File: config.mk
export PLATFORM = sky130hd
export DESIGN_NAME = sfb_ram
export DESIGN_NICKNAME = d
export VERILOG_FILES = /design/src/rtl/spectral_frame_blur_defines.svh /design/src/rtl/sfb_ram.sv
export SDC_FILE = /design/constraint.sdc
export NUM_CORES = 1
export LEC_CHECK = 0
export ABC_AREA = 1
export BUFFER_PORTS_ARGS = -buffer_cell sky130_fd_sc_hd__buf_4
export CORE_MARGIN = 10
export CORE_UTILIZATION = 57
export CTS_BUF_LIST = sky130_fd_sc_hd__clkbuf_8
export CTS_CLUSTER_DIAMETER = 120
export DETAILED_ROUTE_END_ITERATION = 8
export MAX_ROUTING_LAYER = met4
export PLACE_DENSITY_LB_ADDON = 0.12
export SYNTH_ARGS = -nofsm -noshare
export SYNTH_HDL_FRONTEND = slang
export SYNTH_SLANG_ARGS = --single-unit
File: constraint.sdc
create_clock -name clk -period 1.05 [get_ports clk]
set_input_delay 0.105 -clock clk [delete_from_list [all_inputs] [get_ports clk]]
set_output_delay 0.105 -clock clk [all_outputs]
set_load 0.02 [all_outputs]
File: src/rtl/spectral_frame_blur_defines.svh
// Assertion macros shared by the spectral frame blur RTL.
`ifndef SPECTRAL_FRAME_BLUR_DEFINES_SVH
`define SPECTRAL_FRAME_BLUR_DEFINES_SVH

`ifndef SYNTHESIS

// Same-cycle implication, sampled on clk, quiet during reset.
`define SFB_ASSERT_IMP(label, ante, cons) \
	label: assert property (@(posedge clk) disable iff (!arst_n) (ante) |-> (cons)) \
		else $error("spectral_frame_blur: check failed");

// Next-cycle implication, sampled on clk, quiet during reset.
`define SFB_ASSERT_NXT(label, ante, cons) \
	label: assert property (@(posedge clk) disable iff (!arst_n) (ante) |=> (cons)) \
		else $error("spectral_frame_blur: check failed");

`else

`define SFB_ASSERT_IMP(label, ante, cons)
`define SFB_ASSERT_NXT(label, ante, cons)

`endif

`endif

File: src/rtl/sfb_ram.sv
// Generic single-write, single-read RAM with registered read data.
`default_nettype none

module sfb_ram #(
	parameter int WIDTH = 8,
	parameter int DEPTH = 16
) (
	input  logic                     clk,
	input  logic                     we,
	input  logic [$clog2(DEPTH)-1:0] waddr,
	input  logic [WIDTH-1:0]         wdata,
	input  logic [$clog2(DEPTH)-1:0] raddr,
	output logic [WIDTH-1:0]         rdata
);

	logic [WIDTH-1:0] mem [DEPTH];

	always_ff @(posedge clk) begin
		if (we) begin
			mem[waddr] <= wdata;
		end
		rdata <= mem[raddr];
	end

endmodule

`default_nettype wire

---- After elaboration in Yosys (flattened, before gate mapping) ----
Memory sizes are Yosys's and may differ from the RTL's. A register that Yosys moved wholly into a read port is not among the register bits.
Cells that the tools add are included.
storage, ports and cells
  register bits ........................... 0
  latch bits .............................. 0
  RAM bits ................................ 128
  memory bits (read-only) ................. 0
  output and inout port bits .............. 8
  memories kept ........................... 1
operators by class
  add/subtract/negate cells ............... 0
  multipliers ............................. 0
  divide/modulo/power cells ............... 0
  magnitude comparators ................... 0
  equality and inequality tests ........... 0
  shift-type cells ........................ 0
  mux-type cells .......................... 2
  bitwise operators ....................... 0
  reductions and logical operators ........ 0
memories
  memory  words  bits a word  rd ports  clocked after memory_dff  write ports  line           RTL
  mem     16     8            1         1                         1            sfb_ram.sv:16  logic [WIDTH-1:0] mem [DEPTH];
operator list
  kind     count
  $mux W1  2

---- Logic depth before layout (Yosys ltp) ----
  depth after elaboration ................. 2
  depth in mapped cells ................... 8
  gate-level depth less buffers ........... 7

---- Worst setup path after synthesis ----
Ideal clock, no wire load.
  kind .................................... input-to-reg
  start point ............................. input port waddr[3]
  end point ............................... memory mem[4][0] (enable)
  library setup time ...................... 0.370 ns
  arrival ................................. 0.686 ns
  path slack .............................. -0.006 ns
  cell stages on the path ................. 2
  path buffers ............................ 0
  path through ............................ nand3b_1 > nor2_1
RTL lines
  item                line           RTL
  start: declaration  sfb_ram.sv:10  input logic [$clog2(DEPTH)-1:0] waddr,
  end: declaration    sfb_ram.sv:16
Straight into the memory's write port.

---- Final worst setup path ----
  start point ............................. register rdata[1] (read register of mem)
  end point ............................... output port rdata[1]
RTL lines
  item                line           RTL
  start: declaration  sfb_ram.sv:13  output logic [WIDTH-1:0] rdata
No word-level cell between the ends.

==> results.md <==
Routing:
- For this block, the initial DRC count from the detailed router was slightly below 400.
- Routed signal wires occupy layers up through met4.
- For this block, wires on met1 add up to roughly 5500 µm.
- The total vias in the final route is a little under 4,000.
- The vias per cell is a little over 5.
- Once detail routing completed, the nets flagged for antenna violations numbered 0.
- Before antenna repair, the detailed router went through 5 iterations.
- After detailed routing, the met3 layer carries 601 µm of wire.
- In the detailed route, the total length drawn on met2 is between 6000 and 7000 µm.
- After detailed routing, the number of remaining DRC violations is 0.
- The post-detailed-route wirelength per cell is 16.6 µm.
- The wire length reported by the detailed router is between 10,000 and 15,000 µm.

STA:
- Setup repair after global routing left no endpoint under its margin.
- Summed over all failing endpoints, the final setup total negative slack is 0 ps.
- Measured against its own limit, the worst slew margin works out to between 80% and 90%.
- The worst path uses ~96% of the clock period.
- The hold violation total from the final report is 0.
- For the final database, setup skew stands at approximately 10 ps.
- Setup violations remaining at the end of the flow were counted as 0.
- The count of final max-slew check failures is 0.
- The final period demand of the worst path is roughly 1000 ps.
- Based on the critical path, the design can be clocked at up to around 990 MHz.
- For the pin with the worst max-slew slack, the measured transition is between 200 and 300 ps.

Finish:
- The final design area excluding fillers is 0.00672 mm².
- For this run, the number of standard cells in the final layout without fillers is 746.
- For this run, the post-layout net count is 618.
- The number of fill cells in the layout is 768.
- The library cell used most frequently in the layout, excluding fill and tap cells, is sky130_fd_sc_hd__nand2_1.
- In the final layout, the share of cells above drive strength 1 is between 10% and 20%.
- The area overhead of the layout relative to synthesis is 16.5%.
- The number of antenna diodes is 0.
- The sequential standard cell area is 0.00401 mm².
- The multi-input logic area is roughly 0.0013 mm².
- In the layout the commonest cells are 173 x sky130_fd_sc_hd__nand2_1, 128 x sky130_fd_sc_hd__edfxtp_1, 100 x sky130_fd_sc_hd__inv_1.

Floorplanning:
- The initial standard-cell utilization of the core is 58.7%.
- From bottom edge to top edge, the die measures 121 µm.
- The core region is 0.00982 mm².
- The die outline width is about 120 µm.
- In this run the count of I/O pins placed on the die edge is 26.
- The die area is about 0.015 mm².
- The number of cell rows is 36.

Power:
- The share of power burned in combinational logic is roughly 7.6%.
- Sequential cells account for between 50% and 60% of the total power.
- The switching part of the total power is ~22%.
- The peak ir drop on the vdd network is around 0.88 mV.
- The analysis attributes to net switching a power of about 2.5 mW.
- The cell-internal power is ~8.9 mW.
- The cell area power density is roughly 1700 mW/mm².
- For this design the static power due to leakage is between 2 and 3 nW.
- The clock group share of total power is between 30% and 40%.

Synthesis:
- When the netlist entered floorplanning its net count stood at about 570.
- Summing every instance area after synthesis gives just under 0.006 mm².
- In this run, synthesis produced a sequential element count of 136.
- Each instance of the synthesized netlist takes up on average around 10 µm².
- The number of distinct library cells after synthesis is 12.
- The part of the Yosys area used for sequential elements is a little over two thirds.
- The post-synthesis cell count is approximately 550.
- For this run, the number of Yosys warnings is 0.

Worst setup path:
- The critical path is of the flop to output port type.
- On the critical path the largest part of the delay comes from flip-flops.
- The number of buffers and inverters on the critical path is 1.
- STA puts the critical path data arrival time at about 900 ps.
- For the worst setup path, the data required time is between 900 and 1000 ps.
- The cell with the largest stage delay on the worst path is sky130_fd_sc_hd__dfxtp_2.
- For this run, the slowest stage of the critical path takes ~330 ps.
- The worst setup path is launched from a flop.
- The endpoint kind of the worst setup timing path is an output port.
- The critical path goes through buf_4.
- The largest fanout on the critical path is 1.

CTS:
- Clock-pin slew was measured on the worst setup and hold paths at 70 ps.
- Buffers inserted during clock tree synthesis total 17.
- Buffers added to address setup during post-CTS repair amount to 0.
- The clock latency of the later-clocked register in the worst-skew pair is about 430 ps.
- The clock drives around 140 sinks.
- The TritonCTS clock tree is built.
- CTS built an H-tree with a depth of 4.
- The clock passes through at most 2 buffers.
- The clock root buffer master is sky130_fd_sc_hd__clkbuf_8.

Job:
- The max capacitance violation total is 0.

Placed design:
- The instance area at placement is approximately 0.0062 mm².
- The HPWL after detailed placement is 8030 µm.
- The placed cell count is 713.
- The weighted congestion at the end of routability-driven global placement is 0.907.
- During placement, the flow inserted port buffers numbering 25.

GRT:
- The sum of overflow across all layers after global routing is 0.
- The largest net degree at the start of global routing is 39.
- The initial antenna violation count is 0.
- The via count of the first global-routing pass is approximately 3,800.
- The first global-routing pass estimated 19,700 µm of wire.
- Global routing used a little under a fifth of the available tracks.

Outcome:
- The flow ran to the end, and the final reports show no timing, DRC or antenna violations.

Min path:
- The worst hold path belongs to the class primary input to flop.
[registers in the layout, summed over array words and instances (netlist names)]
register	flops
rdata	8
mem	128
[layout make-up]
cell class,count,area share [%]
flip-flops and latches,136,59.6
multi-input cells,289,18.7
repair buffers,54,7.24
inverters,102,5.70
clock buffers,20,4.10
well taps,133,2.48
clock inverters,12,2.20
[synthesized netlist by cell type, drive strengths merged]
master	count	area [µm²]
nand2	173	649
nand3	97	485
nand3b	2	15.0
dfxtp	8	160
nor2	17	63.8
inv	102	383
edfxtp	128	3840
buf	24	166
[power by group through the flow]
stage | clock network, mW | registers, mW | logic [mW]
after floorplan | 0 | 6.26 | 0.428
after global placement | 0 | 6.22 | 0.843
after detailed placement | 0 | 6.22 | 0.858
after CTS | 4.51 | 6.10 | 0.865
after global routing | 4.74 | 6.11 | 0.965
final | 4.44 | 6.10 | 0.873
[cells by family (layout without fill, tap and decap cells)]
family,after synthesis,after routing,synth area share (%)
buffers and inverters,126,188,9.52
flip-flops,136,136,69.4
AND/OR/NAND/NOR,289,289,21.0
[through the flow]
step	hold slack [ps]	utilization (%)	total power, mW	worst slack [ps]
floorplan	204	-	6.68	-5.84
global placement	445	63.5	7.06	-79.6
detailed placement	441	63.5	7.08	-119
CTS	4.55	68.0	11.5	6.31
global route	8.45	68.4	11.8	1.69
finish	16.0	68.4	11.4	43.3
[layer usage]
metal,vias to the layer above,track usage (%)
met4,0,6.03
met5,-,-
met1,1866,22.7
met3,12,4.23
met2,116,28.9
li1,1864,-
[path summary, 6_finish.rpt]
check | from | endpoint | slack (ps) | cells past startpoint
max | rdata[1] | rdata[1] | 40 | 1
min | wdata[3] | mem[7][3] | 20 | 1
max reg2reg | mem[6][4] | rdata[4] | 70 | 6
min reg2reg | mem[12][5] | rdata[5] | 660 | 6
[repair_timing]
| item | in CTS | in global routing |
|---|---|---|
| hold buffers | 1 | 0 |
| resized for setup | 1 | 10 |
| hold endpoints to repair | 4 | 0 |
| setup endpoints to repair | 1 | 6 |
No activity file was read; power rests on OpenSTA's default activity.
