**src/rtl/spectral_frame_blur_defines.svh**
```systemverilog
// Assertion macros shared by the spectral frame blur RTL.
`ifndef SPECTRAL_FRAME_BLUR_DEFINES_SVH
`define SPECTRAL_FRAME_BLUR_DEFINES_SVH

`ifndef SYNTHESIS

// Same-cycle implication, sampled on clk, quiet during reset.
`define SFB_ASSERT_IMP(label, ante, cons) \
	label: assert property (@(posedge clk) disable iff (!arst_n) (ante) |-> (cons)) \
		else $error("spectral_frame_blur: check failed");

// Next-cycle implication, sampled on clk, quiet during reset.
`define SFB_ASSERT_NXT(label, ante, cons) \
	label: assert property (@(posedge clk) disable iff (!arst_n) (ante) |=> (cons)) \
		else $error("spectral_frame_blur: check failed");

`else

`define SFB_ASSERT_IMP(label, ante, cons)
`define SFB_ASSERT_NXT(label, ante, cons)

`endif

`endif

```
**src/rtl/sfb_pkg.sv**
```systemverilog
// Types, constants and microcode encodings for the spectral frame blur.
`default_nettype none

package sfb_pkg;

	localparam int MAX_FRAMES = 64;
	localparam int FFT_SIZE   = 512;
	localparam int BINS       = FFT_SIZE / 2 + 1;
	localparam int RING_SIZE  = MAX_FRAMES * BINS;

	localparam int ADDR_W  = $clog2(RING_SIZE);
	localparam int FRAME_W = $clog2(MAX_FRAMES);
	localparam int CNT_W   = FRAME_W + 1;
	localparam int POS_W   = $clog2(BINS);

	localparam int AMP_W     = 24;
	localparam int FREQ_W    = 32;
	localparam int SAT_W     = FREQ_W - 1;
	localparam int FNUM_W    = 32;
	localparam int DELAY_W   = 6;
	localparam int SPACING_W = 24;
	localparam int CFG_W     = 24;
	localparam int CFG_IDX_W = 1;

	localparam int ASUM_W    = AMP_W + FRAME_W;
	localparam int FSUM_W    = FREQ_W + FRAME_W;
	localparam int DIV_W     = FSUM_W;
	localparam int DIV_CNT_W = $clog2(DIV_W + 1);
	localparam int RAM_W     = AMP_W + FREQ_W;
	localparam int STEP_W    = 4;

	localparam logic [CFG_IDX_W-1:0] REG_DELAY_FRAMES = CFG_IDX_W'(0);
	localparam logic [CFG_IDX_W-1:0] REG_BIN_SPACING  = CFG_IDX_W'(1);

	localparam logic [SPACING_W-1:0] SPACING_RESET = SPACING_W'(24000);

	typedef struct packed {
		logic [AMP_W-1:0]         bin_amp;
		logic signed [FREQ_W-1:0] bin_freq;
		logic [FNUM_W-1:0]        frame_number;
		logic                     last_bin;
	} item_t;

	typedef struct packed {
		logic [AMP_W-1:0]         out_amp;
		logic signed [FREQ_W-1:0] out_freq;
		logic                     out_last;
	} result_t;

	typedef enum logic [STEP_W-1:0] {
		ST_CLEAR,
		ST_IDLE,
		ST_DECIDE,
		ST_BRANCH,
		ST_READ,
		ST_DRAIN,
		ST_DIV_START,
		ST_DIV_WAIT,
		ST_OUT_MEAN,
		ST_OUT_PASS,
		ST_FINISH
	} step_t;

	typedef enum logic [2:0] {
		JC_NEVER,
		JC_ALWAYS,
		JC_CLEAR_MORE,
		JC_CLEAR_PEND,
		JC_NOT_ACCEPT,
		JC_DELAY_ZERO,
		JC_READ_MORE,
		JC_DIV_BUSY
	} jcond_t;

	typedef struct packed {
		logic   wait_in;
		logic   wait_out;
		logic   clear_en;
		logic   decide;
		logic   rd_issue;
		logic   div_start;
		logic   out_mean;
		logic   out_pass;
		logic   finish;
		jcond_t jcond;
		step_t  target;
	} ctrl_t;

	typedef struct packed {
		logic in_valid;
		logic out_stall;
		logic clear_more;
		logic clear_pend;
		logic accept_now;
		logic delay_zero;
		logic read_more;
		logic div_busy;
	} status_t;

endpackage

`default_nettype wire

```
**src/rtl/sfb_seq.sv**
```systemverilog
// Microcode sequencer: step counter, control store and conditional jumps.
`default_nettype none

module sfb_seq (
	input  logic             clk,
	input  logic             arst_n,
	input  sfb_pkg::status_t status,
	output sfb_pkg::ctrl_t   ctrl,
	output sfb_pkg::step_t   step
);

	sfb_pkg::step_t step_q;
	sfb_pkg::step_t step_d;
	logic           hold;
	logic           jump;

	function automatic sfb_pkg::ctrl_t rom(input sfb_pkg::step_t s);
		sfb_pkg::ctrl_t w;
		w        = '0;
		w.jcond  = sfb_pkg::JC_NEVER;
		w.target = sfb_pkg::ST_IDLE;
		unique case (s)
			sfb_pkg::ST_CLEAR: begin
				w.clear_en = 1'b1;
				w.jcond    = sfb_pkg::JC_CLEAR_MORE;
				w.target   = sfb_pkg::ST_CLEAR;
			end
			sfb_pkg::ST_IDLE: begin
				w.wait_in = 1'b1;
				w.jcond   = sfb_pkg::JC_CLEAR_PEND;
				w.target  = sfb_pkg::ST_CLEAR;
			end
			sfb_pkg::ST_DECIDE: begin
				w.decide = 1'b1;
				w.jcond  = sfb_pkg::JC_NOT_ACCEPT;
				w.target = sfb_pkg::ST_FINISH;
			end
			sfb_pkg::ST_BRANCH: begin
				w.jcond  = sfb_pkg::JC_DELAY_ZERO;
				w.target = sfb_pkg::ST_OUT_PASS;
			end
			sfb_pkg::ST_READ: begin
				w.rd_issue = 1'b1;
				w.jcond    = sfb_pkg::JC_READ_MORE;
				w.target   = sfb_pkg::ST_READ;
			end
			sfb_pkg::ST_DRAIN: begin
				w.jcond = sfb_pkg::JC_NEVER;
			end
			sfb_pkg::ST_DIV_START: begin
				w.div_start = 1'b1;
			end
			sfb_pkg::ST_DIV_WAIT: begin
				w.jcond  = sfb_pkg::JC_DIV_BUSY;
				w.target = sfb_pkg::ST_DIV_WAIT;
			end
			sfb_pkg::ST_OUT_MEAN: begin
				w.wait_out = 1'b1;
				w.out_mean = 1'b1;
				w.jcond    = sfb_pkg::JC_ALWAYS;
				w.target   = sfb_pkg::ST_FINISH;
			end
			sfb_pkg::ST_OUT_PASS: begin
				w.wait_out = 1'b1;
				w.out_pass = 1'b1;
			end
			sfb_pkg::ST_FINISH: begin
				w.finish = 1'b1;
				w.jcond  = sfb_pkg::JC_ALWAYS;
				w.target = sfb_pkg::ST_IDLE;
			end
			default: begin
				w.jcond  = sfb_pkg::JC_ALWAYS;
				w.target = sfb_pkg::ST_IDLE;
			end
		endcase
		return w;
	endfunction

	always_ff @(posedge clk or negedge arst_n) begin
		if (!arst_n) begin
			step_q <= sfb_pkg::ST_CLEAR;
		end else begin
			step_q <= step_d;
		end
	end

	always_comb begin
		ctrl = rom(step_q);
		hold = (ctrl.wait_in && !status.in_valid && !status.clear_pend)
			|| (ctrl.wait_out && status.out_stall);
		unique case (ctrl.jcond)
			sfb_pkg::JC_NEVER:      jump = 1'b0;
			sfb_pkg::JC_ALWAYS:     jump = 1'b1;
			sfb_pkg::JC_CLEAR_MORE: jump = status.clear_more;
			sfb_pkg::JC_CLEAR_PEND: jump = status.clear_pend;
			sfb_pkg::JC_NOT_ACCEPT: jump = !status.accept_now;
			sfb_pkg::JC_DELAY_ZERO: jump = status.delay_zero;
			sfb_pkg::JC_READ_MORE:  jump = status.read_more;
			sfb_pkg::JC_DIV_BUSY:   jump = status.div_busy;
		endcase
		if (hold) begin
			step_d = step_q;
		end else if (jump) begin
			step_d = ctrl.target;
		end else begin
			step_d = sfb_pkg::step_t'(step_q + sfb_pkg::STEP_W'(1));
		end
	end

	assign step = step_q;

endmodule

`default_nettype wire

```
**config.mk**
```make
export PLATFORM = sky130hd
export DESIGN_NAME = sfb_seq
export DESIGN_NICKNAME = d
export VERILOG_FILES = /design/src/rtl/spectral_frame_blur_defines.svh /design/src/rtl/sfb_pkg.sv /design/src/rtl/sfb_seq.sv
export SDC_FILE = /design/constraint.sdc
export NUM_CORES = 1
export LEC_CHECK = 0
export ABC_AREA = 1
export ABC_CLOCK_PERIOD_IN_PS = 2000
export BUFFER_PORTS_ARGS = -buffer_cell sky130_fd_sc_hd__clkbuf_2
export CORE_MARGIN = 1.5
export CORE_UTILIZATION = 45
export DETAILED_ROUTE_END_ITERATION = 12
export PLACE_DENSITY_LB_ADDON = 0.3
export SYNTH_ARGS = -nofsm -noshare
export SYNTH_HDL_FRONTEND = slang
export SYNTH_SLANG_ARGS = --single-unit
```
**constraint.sdc**
```tcl
create_clock -name clk -period 2 [get_ports clk]
set_input_delay 0.5 -clock clk [delete_from_list [all_inputs] [get_ports clk]]
set_output_delay 0.5 -clock clk [all_outputs]
set_load 0.03 [all_outputs]
```
After elaboration in Yosys (flattened, before gate mapping)
Index checks and enable logic that the tools add are counted.

Add/subtract/negate cells: 1. Equality and inequality tests: 17. Muxes and demuxes: 13. Reductions and logical operators: 13.

Operators by type and width (count): one-hot mux 3 bit (7 select lines) (1); one-hot mux 4 bit (5 select lines) (1); equality test 4 x 3 -> 1 bit, second input constant (4); equality test 3 bit, second input constant (4); equality test 4 bit, second input constant (3); two-way mux 1 bit (9); equality test 4 x 2 -> 1 bit, second input constant (2); one-hot mux 1 bit (8 select lines) (1); equality test 3 x 2 -> 1 bit, second input constant (2); OR reduction 2 bit (3); adder 4 x 1 -> 4 bit, second input constant (1); equality test 4 x 1 -> 1 bit, second input constant (1); logical NOT 4 bit (1); two-way mux 4 bit (1); equality test 3 x 1 -> 1 bit, second input constant (1); logical AND 1 bit (3); logical NOT 1 bit (3); logical NOT 3 bit (1); OR reduction 3 bit (1); logical OR 1 bit (1).

Flip-flop bits (word level): 4. Input port bits: 10. Logic and storage cells: 45.

Logic depth before layout (Yosys ltp)
Depth in word-level cells: 6. Depth in mapped cells: 14. Depth with buffers taken out: 14.

Worst setup path after synthesis
OpenSTA, ideal clock, no wires.

Path kind: reg2reg. Start: reg step_q[0], in the netlist step[0]. End: reg step_q[0], in the netlist step[0]. Setup time: 0.117 ns. Arrival time: 2.083 ns. Slack: -0.201 ns. Cell stages (with the launch flop): 11. Period minus slack after synthesis: 2.201 ns. Path through: dfrtp_1 inv_1 ha_1 nand3_2 nand4_1 nand3_1 nand3_2 nand2_2 nand2_1 nand3_1 nand2_1.

RTL lines: start, declared (RTL line sfb_seq.sv:12) `sfb_pkg::step_t step_q;`; start signal, assigned (RTL line sfb_seq.sv:82) `step_q <= sfb_pkg::ST_CLEAR;`; start signal, assigned (RTL line sfb_seq.sv:84) `step_q <= step_d;`.

==> results.toml <==
[routing]
drc = 0
drt_iter0_markers = 34
wl_mm = 2.77
via_per_inst = 5.60
vias = 935
firstDrtPassIters = 4
detail_route.wl_per_cell_um = 16.6
ant_nets = 0

[synth]
yosys.area.top_type = "dfrtp_1"
synth.avg_cell_area_um2 = 6.32
yosysMostFrequentCell = "inv_1"
yosysTopAreaCellShare_pct = 15.4
ys_seq_area_share_pct = 15.4
yosysUniqueCellTypes = 20
async_reset_ff_share_pct = 100
ys_ff_latch = 4
synth-edff-count = 0
netlist_instances = 103
synth.top_cells.by_area = "dfrtp_1 (15%), inv_1 (13%), nand2_1 (13%)"
synth_ff_type = "dfrtp_1"
synth_common_cells = "inv_1 (23), nand2_1 (22), nand3_1 (14), nand2_2 (6)"
ys_warn_count = 0
syn_nets = 117
syn_area_um2 = 651

[floorplanning]
fp.dieArea_um2 = 1680
die_w_um = 41.0
initial_utilization_pct = 49.4
die_h_um = 41.0
rows = 13
coreArea_um2 = 1320
io_pins = 30

[cts]
cts.clk_slew.worst_paths_ns = 0.04
cts_sinks = 4
clockRootBuffer = "clkbuf_4"
cts_buffer_depth = 2
cts-buffers-inserted = 3
cts-htree-levels = 1
clock_latency_ns = 0.25
cts_tree = "built"

[final_layout]
fin_nets = 168
final_cell_count_no_fill = 167
n_antenna_cell = 0
final_layout_size_suffix_gt1_share_pct = 66.4
largest_register_ffs = 4
nFillCells = 57
syn_to_final_growth_pct = 83.8

[worst_setup_path]
crit_slowest_cell = "dfrtp_2"
critical-path-top-delay-family = "flip-flops"
crit_chain = "inv_4 > ha_4 > nand3_4 > nand2_2 > nor2_2 > a21oi_2 > inv_2 > buf_8"
end_kind = "output pin"
crit_buf_inv = 3
cp_data_required_time_ns = 1.50
critical_path_class = "flip-flop to output pin"
rr_worst_depth = 13
cp_max_fo = 5
cp_slowest_stage_delay_ns = 0.47
rr_endpoint = "step[3]$_DFFE_PN0N_"
rr_startpoint = "step[0]$_DFFE_PN0N_"
cp-start-kind = "flip-flop"
cp.arrival_ns = 1.68
r2r_setup_slack_ns = 0.10

[grt]
grt_pass1_vias = 734
gr-total-overflow = 0
grt_start_max_net_pins = 8
grt_pass1_wl_mm = 3.17
grt.total_usage_pct = 29.2
grt_antenna_before_repair = 0

[sta]
fmax_mhz = 458
rsz0062_at_grt = "yes"
skew_ns = 0.00621
drv_slew = 0
finalSetupViolCount = 9
hold_viol = 0
maxSlewHeadroom_pct = 81.2
post-route-worst-setup-slack_ns = -0.183
period_minus_slack_ns = 2.18
finalSetupTns_ns = -0.646
worst_pin_slew_ns = 0.282
finalCritPeriodShare_pct = 109

[run_status]
run_status = "finished with violations"
violations = "negative setup slack"

[flow_run]
drv_cap = 0

[placement]
post-dp-hpwl_mm = 1.44
place_inst = 151
placement.io_buffers = 29
gp_congestion = 0.764

[worst_hold_path]
hold_class = "input port to async pin"
routing by layer:
layer | share of wire (%) | global-route usage [%]
met5 | 0 | 0
met4 | 3.9 | 16.7
met3 | 5.8 | 5.98
met2 | 52 | 49.6
met1 | 39 | 33.2
stage by stage:
stage	worst slack [ns]	utilization [%]	instance area [µm²]	hold WS (ns)
4_1_cts	-0.137	78.1	1030	0.0492
6_report	-0.183	90.8	1200	0.0582
3_5_place_dp	-0.0736	64.6	851	0.316
3_3_place_gp	0.0450	64.6	851	0.306
2_1_floorplan	-0.0199	-	661	0.204
5_1_grt	-0.224	90.8	1200	0.0608
how the worst max path moves through the flow:
stage | startpoint | endpoint | cells past startpoint
floorplan | step[0]$_DFFE_PN0N_ | ctrl[10] | 4
global placement | step[0]$_DFFE_PN0N_ | ctrl[0] | 8
detailed placement | step[0]$_DFFE_PN0N_ | ctrl[0] | 8
CTS | step[0]$_DFFE_PN0N_ | ctrl[0] | 8
global route | step[0]$_DFFE_PN0N_ | ctrl[0] | 8
finish | step[0]$_DFFE_PN0N_ | ctrl[0] | 8
cell families (layout without fill, tap and decap cells):
family	count (synthesis)	count (layout)	share of synthesized area [%]
AO/OA/AOI/OAI	7	7	7.12
XOR/XNOR	2	2	2.69
adder cells (fa/ha/maj)	4	4	7.69
buffers and inverters	27	76	16.7
flip-flops	4	4	15.4
AND/OR/NAND/NOR	59	59	50.4
what timing repair did:
| action | in CTS | in global routing |
|---|---|---|
| setup endpoints to repair | 8 | 11 |
| resized for setup | 32 | 39 |
| gates cloned | 0 | 0 |
| buffers inserted | 4 | 9 |
| hold buffers | 0 | 0 |
| pin swaps | 5 | 8 |
placed cells by master, fill, tap and decap left out, types with 4 or more instances in the layout:
cell and n:
nand2_4 6, ha_4 4, clkbuf_2 19, buf_8 4, inv_1 15, nand2_1 15, nand2_2 8, buf_6 6
buf_4 18, nand3_1 12, a21oi_2 4, inv_2 9, nor2_2 4
area by class of cell:
| class | instances | area (µm²) | area share, % |
|---|---|---|---|
| multi-input combinational | 72 | 591 | 49.4 |
| inverter | 26 | 103 | 8.58 |
| clock buffer | 3 | 22.5 | 1.88 |
| tap | 15 | 18.8 | 1.57 |
| sequential | 4 | 104 | 8.68 |
| timing repair buffer | 47 | 358 | 29.9 |
Power is left out: the tool's default activity adds up to more than one toggle a clock period on the data nets, which glitch-free logic cannot reach.
