**config.mk**
```make
export PLATFORM = sky130hd
export DESIGN_NAME = sfb_div
export DESIGN_NICKNAME = d
export VERILOG_FILES = /design/src/rtl/spectral_frame_blur_defines.svh /design/src/rtl/sfb_pkg.sv /design/src/rtl/sfb_div.sv
export SDC_FILE = /design/constraint.sdc
export NUM_CORES = 1
export LEC_CHECK = 0
export ABC_CLOCK_PERIOD_IN_PS = 6700
export CAP_MARGIN = 10
export CORE_AREA = 2 2 102 104
export DETAILED_ROUTE_END_ITERATION = 6
export DIE_AREA = 0 0 104 106
export DONT_BUFFER_PORTS = 1
export PLACE_DENSITY = 0.87
export SYNTH_ARGS = -nofsm -noshare
export SYNTH_HDL_FRONTEND = slang
export SYNTH_SLANG_ARGS = --single-unit
```
**constraint.sdc**
```tcl
create_clock -name clk -period 6.7 [get_ports clk]
set_input_delay 0.67 -clock clk [delete_from_list [all_inputs] [get_ports clk]]
set_output_delay 0.67 -clock clk [all_outputs]
set_load 0.05 [all_outputs]
```
**src/rtl/spectral_frame_blur_defines.svh**
```systemverilog
// Assertion macros shared by the spectral frame blur RTL.
`ifndef SPECTRAL_FRAME_BLUR_DEFINES_SVH
`define SPECTRAL_FRAME_BLUR_DEFINES_SVH

`ifndef SYNTHESIS

// Same-cycle implication, sampled on clk, quiet during reset.
`define SFB_ASSERT_IMP(label, ante, cons) \
	label: assert property (@(posedge clk) disable iff (!arst_n) (ante) |-> (cons)) \
		else $error("spectral_frame_blur: check failed");

// Next-cycle implication, sampled on clk, quiet during reset.
`define SFB_ASSERT_NXT(label, ante, cons) \
	label: assert property (@(posedge clk) disable iff (!arst_n) (ante) |=> (cons)) \
		else $error("spectral_frame_blur: check failed");

`else

`define SFB_ASSERT_IMP(label, ante, cons)
`define SFB_ASSERT_NXT(label, ante, cons)

`endif

`endif

```
**src/rtl/sfb_pkg.sv**
```systemverilog
// Types, constants and microcode encodings for the spectral frame blur.
`default_nettype none

package sfb_pkg;

	localparam int MAX_FRAMES = 64;
	localparam int FFT_SIZE   = 512;
	localparam int BINS       = FFT_SIZE / 2 + 1;
	localparam int RING_SIZE  = MAX_FRAMES * BINS;

	localparam int ADDR_W  = $clog2(RING_SIZE);
	localparam int FRAME_W = $clog2(MAX_FRAMES);
	localparam int CNT_W   = FRAME_W + 1;
	localparam int POS_W   = $clog2(BINS);

	localparam int AMP_W     = 24;
	localparam int FREQ_W    = 32;
	localparam int SAT_W     = FREQ_W - 1;
	localparam int FNUM_W    = 32;
	localparam int DELAY_W   = 6;
	localparam int SPACING_W = 24;
	localparam int CFG_W     = 24;
	localparam int CFG_IDX_W = 1;

	localparam int ASUM_W    = AMP_W + FRAME_W;
	localparam int FSUM_W    = FREQ_W + FRAME_W;
	localparam int DIV_W     = FSUM_W;
	localparam int DIV_CNT_W = $clog2(DIV_W + 1);
	localparam int RAM_W     = AMP_W + FREQ_W;
	localparam int STEP_W    = 4;

	localparam logic [CFG_IDX_W-1:0] REG_DELAY_FRAMES = CFG_IDX_W'(0);
	localparam logic [CFG_IDX_W-1:0] REG_BIN_SPACING  = CFG_IDX_W'(1);

	localparam logic [SPACING_W-1:0] SPACING_RESET = SPACING_W'(24000);

	typedef struct packed {
		logic [AMP_W-1:0]         bin_amp;
		logic signed [FREQ_W-1:0] bin_freq;
		logic [FNUM_W-1:0]        frame_number;
		logic                     last_bin;
	} item_t;

	typedef struct packed {
		logic [AMP_W-1:0]         out_amp;
		logic signed [FREQ_W-1:0] out_freq;
		logic                     out_last;
	} result_t;

	typedef enum logic [STEP_W-1:0] {
		ST_CLEAR,
		ST_IDLE,
		ST_DECIDE,
		ST_BRANCH,
		ST_READ,
		ST_DRAIN,
		ST_DIV_START,
		ST_DIV_WAIT,
		ST_OUT_MEAN,
		ST_OUT_PASS,
		ST_FINISH
	} step_t;

	typedef enum logic [2:0] {
		JC_NEVER,
		JC_ALWAYS,
		JC_CLEAR_MORE,
		JC_CLEAR_PEND,
		JC_NOT_ACCEPT,
		JC_DELAY_ZERO,
		JC_READ_MORE,
		JC_DIV_BUSY
	} jcond_t;

	typedef struct packed {
		logic   wait_in;
		logic   wait_out;
		logic   clear_en;
		logic   decide;
		logic   rd_issue;
		logic   div_start;
		logic   out_mean;
		logic   out_pass;
		logic   finish;
		jcond_t jcond;
		step_t  target;
	} ctrl_t;

	typedef struct packed {
		logic in_valid;
		logic out_stall;
		logic clear_more;
		logic clear_pend;
		logic accept_now;
		logic delay_zero;
		logic read_more;
		logic div_busy;
	} status_t;

endpackage

`default_nettype wire

```
**src/rtl/sfb_div.sv**
```systemverilog
// Two-lane restoring divider for the amplitude and frequency sums, one bit per cycle.
`default_nettype none

module sfb_div (
	input  logic                              clk,
	input  logic                              arst_n,
	input  logic                              start,
	input  logic [sfb_pkg::FRAME_W-1:0]       divisor,
	input  logic [sfb_pkg::ASUM_W-1:0]        amp_sum,
	input  logic signed [sfb_pkg::FSUM_W-1:0] freq_sum,
	output logic                              busy,
	output logic [sfb_pkg::AMP_W-1:0]         quo_amp,
	output logic signed [sfb_pkg::FREQ_W-1:0] quo_freq
);

	logic [sfb_pkg::DIV_CNT_W-1:0] cnt_q;
	logic [sfb_pkg::FRAME_W-1:0]   dvs_q;
	logic                          neg_q;
	logic [sfb_pkg::DIV_W-1:0]     a_q;
	logic [sfb_pkg::DIV_W-1:0]     f_q;
	logic [sfb_pkg::FRAME_W-1:0]   ra_q;
	logic [sfb_pkg::FRAME_W-1:0]   rf_q;

	logic [sfb_pkg::DIV_W-1:0]   fmag;
	logic [sfb_pkg::FRAME_W:0]   ra_sh;
	logic [sfb_pkg::FRAME_W:0]   rf_sh;
	logic [sfb_pkg::FRAME_W:0]   dvs_ext;
	logic                        a_ge;
	logic                        f_ge;
	logic [sfb_pkg::FRAME_W:0]   ra_d;
	logic [sfb_pkg::FRAME_W:0]   rf_d;
	logic [sfb_pkg::FREQ_W-1:0]  fq;

	// Divide magnitudes; restore the sign of the frequency mean at the end.
	assign fmag = freq_sum[sfb_pkg::FSUM_W-1] ? sfb_pkg::DIV_W'(-freq_sum)
		: sfb_pkg::DIV_W'(freq_sum);

	always_comb begin
		dvs_ext = {1'b0, dvs_q};
		ra_sh   = {ra_q, a_q[sfb_pkg::DIV_W-1]};
		rf_sh   = {rf_q, f_q[sfb_pkg::DIV_W-1]};
		a_ge    = ra_sh >= dvs_ext;
		f_ge    = rf_sh >= dvs_ext;
		ra_d    = a_ge ? ra_sh - dvs_ext : ra_sh;
		rf_d    = f_ge ? rf_sh - dvs_ext : rf_sh;
	end

	always_ff @(posedge clk or negedge arst_n) begin
		if (!arst_n) begin
			cnt_q <= '0;
		end else if (start) begin
			cnt_q <= sfb_pkg::DIV_CNT_W'(sfb_pkg::DIV_W);
		end else if (cnt_q != '0) begin
			cnt_q <= cnt_q - sfb_pkg::DIV_CNT_W'(1);
		end
	end

	always_ff @(posedge clk) begin
		if (start) begin
			dvs_q <= divisor;
			neg_q <= freq_sum[sfb_pkg::FSUM_W-1];
			a_q   <= sfb_pkg::DIV_W'(amp_sum);
			f_q   <= fmag;
			ra_q  <= '0;
			rf_q  <= '0;
		end else if (cnt_q != '0) begin
			// Shift the quotient bit in where the dividend bit left.
			a_q  <= {a_q[sfb_pkg::DIV_W-2:0], a_ge};
			f_q  <= {f_q[sfb_pkg::DIV_W-2:0], f_ge};
			ra_q <= ra_d[sfb_pkg::FRAME_W-1:0];
			rf_q <= rf_d[sfb_pkg::FRAME_W-1:0];
		end
	end

	assign busy     = cnt_q != '0;
	assign quo_amp  = a_q[sfb_pkg::AMP_W-1:0];
	assign fq       = f_q[sfb_pkg::FREQ_W-1:0];
	assign quo_freq = neg_q ? sfb_pkg::FREQ_W'(-fq) : fq;

endmodule

`default_nettype wire

```
== After elaboration in Yosys (flattened, before gate mapping) ==
Cells that the tools add are included.

* Register bits: 101
* Bits of input ports: 77
* Output and inout port bits: 57

* Add/subtract/negate cells: 5
* Magnitude comparators: 2
* Mux-type cells: 10
* Reduce and logical (&&, ||, !) cells: 2

{| class="wikitable"
|+ Operators with widths
! kind !! count
|-
| $mux 38 || 3
|-
| $mux 30 || 2
|-
| $neg 38->38 || 1
|-
| $mux 32 || 1
|-
| $neg 32->32 || 1
|-
| $mux 6 || 4
|-
| $ge 7x6->1 || 2
|-
| $sub 6x6->6 || 2
|-
| $reduce_bool 6->1 || 1
|-
| $sub 6x1->6 const B || 1
|-
| $reduce_bool 2->1 || 1
|}

== Logic depth before layout (Yosys ltp) ==
* Depth in word-level cells: 3
* Depth in mapped cells: 9
* Gate-level depth less buffers: 8

== Least setup slack after synthesis ==
OpenSTA, ideal clock, no wires.

* Path kind: register -> register
* Start: reg cnt_q[0] (netlist bit)
* End: reg a_q[0] (netlist bit) (enable)
* Setup time: 0.714 ns
* Arrival time: 2.511 ns
* Required time: 5.986 ns
* Slack: 3.475 ns
* Stages on the path, launching flop included: 7
* Path buffers: 1
* Cell sequence: dfrtp_1 inv_1 ha_1 nand2b_1 nor4_4 clkbuf_1 nand2_1

* Word-level cells in the longest chain between the ends: 2

{| class="wikitable"
|+ RTL lines
! item !! RTL line !! source
|-
| from (decl) || sfb_div.sv:16 || <nowiki>logic [sfb_pkg::DIV_CNT_W-1:0] cnt_q;</nowiki>
|-
| from (signal assigned) || sfb_div.sv:52 || <nowiki>cnt_q <= sfb_pkg::DIV_CNT_W'(sfb_pkg::DIV_W);</nowiki>
|-
| from (signal assigned) || sfb_div.sv:54 || <nowiki>cnt_q <= cnt_q - sfb_pkg::DIV_CNT_W'(1);</nowiki>
|-
| $reduce_bool 6->1 || sfb_div.sv:66 || <nowiki>end else if (cnt_q != '0) begin</nowiki>
|-
| $reduce_bool 2->1 (no line) || - ||
|-
| to (signal assigned) || sfb_div.sv:62 || <nowiki>a_q <= sfb_pkg::DIV_W'(amp_sum);</nowiki>
|-
| to (signal assigned) || sfb_div.sv:68 || <nowiki>a_q <= {a_q[sfb_pkg::DIV_W-2:0], a_ge};</nowiki>
|-
| to (decl) || sfb_div.sv:19 || <nowiki>logic [sfb_pkg::DIV_W-1:0] a_q;</nowiki>
|}

Every way passes these cells.
A chain may end at the register's enable or synchronous reset.

== Final worst setup path ==
* Start: reg f_q[0] (netlist bit)
* End: out quo_freq[27] (netlist bit)

* Word-level cells in the longest chain between the ends: 2

{| class="wikitable"
|+ RTL lines
! item !! RTL line !! source
|-
| from (decl) || sfb_div.sv:20 || <nowiki>logic [sfb_pkg::DIV_W-1:0] f_q;</nowiki>
|-
| from (signal assigned) || sfb_div.sv:63 || <nowiki>f_q <= fmag;</nowiki>
|-
| from (signal assigned) || sfb_div.sv:69 || <nowiki>f_q <= {f_q[sfb_pkg::DIV_W-2:0], f_ge};</nowiki>
|-
| $neg 32->32 || sfb_div.sv:78 || <nowiki>assign quo_freq = neg_q ? sfb_pkg::FREQ_W'(-fq) : fq;</nowiki>
|-
| $mux 32 || sfb_div.sv:78 ||
|-
| to (decl) || sfb_div.sv:13 || <nowiki>output logic signed [sfb_pkg::FREQ_W-1:0] quo_freq</nowiki>
|}

Every way passes these cells.

==> run summary <==
PwrDens = 294.6 nW/µm²
starting density of the core = 0.6298
Hold Violations, Final = 0
Crit path required time = 6.03 ns
status = complete, no violations
Vias per Instance = 6.258
RSZ-0062 raised after global routing = false
row cnt = 37
routed wl met3 = 1107 µm
nets@finish = 686
routed len/inst = 18.49 µm
Mapped Nets = 724
Max Slew Vio Count = 0
max_cap viols = 0
CTS root buf = clkbuf_8
Met1 Routed Length = 5653 µm
worst-margin pin slew = 1.182 ns
Final period util = 0.5696
Crit Path Class = reg2out
net switching power = 0.7676 mW
GR Overflow Total = 0
CTS tree = done
pin count of the biggest net entering global routing = 136
vias in the first global route = 4450
initial antenna violation count = 0
VDD IR-drop max = 0.1480 mV
post-detail-place hpwl = 9579 µm
crit path max-delay cell type = edfxtp_1
Final Critical Period = 3.816 ns
Distinct cells, synth = 51
Core ar. = 10000 µm²
clock power share = 0.198
Gate power share = 0.304
cell count after synthesis = 630
kind of cell adding the most delay to the critical path = simple AND/OR/NAND/NOR gates
LEAKAGE = 2.215 nW
DR vias = 4587
CP Max Fanout = 5
Detailed Route Iter0 Violations = 401
crit-path max cell delay = 0.65 ns
Die H = 106 µm
clock-pin slew on the worst setup and hold paths = 0.11 ns
CP Data Arrival Time = 3.15 ns
Max Freq = 262.1 MHz
Die X = 104 µm
Synth-to-Final Area Change = 1.431%
Seq pwr share = 0.498
Non-Filler Instances = 733
Min-Delay Path Class = in2reg
EDFF count, synth = 75
Async S/R FF share, synth = 0.05941
layout cell share with drive strength beyond 1 = 0.1072
fillcell total = 816
dpl cells = 716
register bit total from synthesis = 101
reg2reg path depth = 7
CTS Buffer Depth = 2
Clock H-tree levels = 3
first-pass GRT wire length = 21890 µm
Hold WS = 0.3759 ns
DR WL met2 = 6556 µm
Clock Latency Late Sink = 0.37 ns
Yosys warnings = 0
Placer Congestion = 0.9229
Worst slew margin = 0.2060
Routed Antenna Nets = 0
diode count = 0
total die area = 11020 µm²
critical path depth = 5
Internal = 1.114 mW
final setup skew = 0.01086 ns
WL final = 13560 µm
Num CTS Buffers = 9
mean post-synth cell area = 9.996 µm²
post-cts resize count = 0
total power = 1.882 mW
worst path bufs/invs = 0
num ports = 134
Final setup viols = 0
post-synthesis sequential area ratio = 0.4451
WHS Path Cells = 1
switch share = 0.4079
DRC violations left = 0
gr usage total = 0.2445
Critical Path Sink Type = primary output
Main synth FF type = edfxtp_1
Setup Fix Bufs, Post-CTS = 0
Mapped Area = 6297 µm²
CTS sink cnt = 101
crit path cell chain = or3_1 > nor4_1 > nand3_1 > o31ai_1 > xnor2_1
# port buffers = 0
CP Launch Type = flop
highest metal used = met4
Initial DRT Pass Iterations = 5
Final TNS setup = 0 ns
-- power by group through the flow --
stage	logic, mW	registers, mW	clock network [mW]
after floorplan	0.616	0.841	0
final	0.572	0.937	0.373
after CTS	0.567	0.937	0.376
after global placement	0.551	0.945	0
after global routing	0.625	0.951	0.397
after detailed placement	0.564	0.950	0
-- worst reg2reg max path, cell delays in order (launching register included) --
cell and delay (ns):
dfrtp_1 0.40, inv_1 0.10, ha_1 0.18, nand2b_1 0.15, nor4_4 0.18, clkinv_1 0.90
o21ai_0 0.53, nand2_1 0.10
-- timing repair --
| item | in CTS | in global routing |
|---|---|---|
| endpoints found under the hold margin | 6 | 0 |
| hold buffers | 1 | 0 |
| setup endpoints to repair | 0 | 0 |
-- stage by stage --
stage	cell area, µm²	worst slack (ns)	util
floorplan	6297	3.475	-
global placement	6196	3.368	0.6196
detailed placement	6196	3.239	0.6196
CTS	6387	2.803	0.6388
global route	6387	2.722	0.6388
finish	6387	2.884	0.6388
-- cells by family (layout without fill, tap and decap cells) --
kind of cell	Yosys count	count (layout)	share of synthesized area
adders and majority gates	17	17	0.03616
AOI/OAI and AO/OA	150	150	0.1542
xor gates and xnor gates	69	69	0.09597
DFF	101	101	0.4451
muxes	32	32	0.05682
and+or+nand+nor	190	190	0.1546
buffers and inverters	71	38	0.05722
-- flip-flops by register name, summed over array words and instances (netlist names) --
| signal | cells |
|---|---|
| a_q | 38 |
| f_q | 38 |
| cnt_q | 6 |
| dvs_q | 6 |
| ra_q | 6 |
| rf_q | 6 |
| neg_q | 1 |
-- metal layers --
layer,vias to the layer above,GRT usage
met4,0,0.08205
met1,2147,0.3181
li1,2225,-
met3,22,0.06009
met5,-,0
met2,193,0.4032
-- synth_stat cells, types with 8 or more instances --
library cell  number  area [µm²]
a21oi_1           55       275.3
buf_4             25       187.7
clkbuf_1          23       86.33
dfxtp_1           20       400.4
edfxtp_1          75        2252
ha_1              15       187.7
inv_1             18       67.56
mux2_2            30       337.8
nand2_1           45       168.9
nand2b_1           8       50.05
nand3_1           13       65.06
nor2_1            64       240.2
nor3_1            15       75.07
o21ai_0           34       170.2
o31ai_1           26       195.2
or3_1              8       50.05
or4_1              8       60.06
xnor2_1           33       289.0
xor2_1            36       315.3
-- worst paths after layout --
path | to | slack, ns | from
setup / recovery | quo_freq[27] | 2.88 | f_q[0]$_DFFE_PP_
hold / removal | cnt_q[0]$_DFFE_PN0P_ | 0.38 | start
setup reg to reg | cnt_q[1]$_DFFE_PN0P_ | 4.04 | cnt_q[0]$_DFFE_PN0P_
hold reg to reg | a_q[31]$_SDFFE_PP0P_ | 0.46 | a_q[31]$_SDFFE_PP0P_
max in group asynchronous | cnt_q[0]$_DFFE_PN0P_ | 5.88 | arst_n
min in group asynchronous | cnt_q[4]$_DFFE_PN0P_ | 0.60 | arst_n
-- layout by cell type (no fill, tap or decap), drive strengths merged, types with 10 or more instances in the layout --
master  Yosys  routed
edfxtp     75      75
nor2       64      64
a21oi      55      55
nand2      45      45
xor2       36      36
o21ai      34      34
xnor2      33      33
mux2       30      30
o31ai      26      26
inv        18      21
dfxtp      20      20
nor3       16      16
ha         15      15
nand3      13      13
or4        11      11
or3        10      10
o41ai      10      10
-- cell type report --
cell class,count,area [µm²],area share
multi-input cells,458,3137,0.4911
flip-flops and latches,101,2803,0.4388
well taps,136,170.2,0.02664
clock buffers,9,123.9,0.01939
inverters,19,71.32,0.01117
clock inverters,7,57.56,0.009011
repair buffers,3,25.02,0.003918
Note: power is estimated with default switching activity, not from simulation.
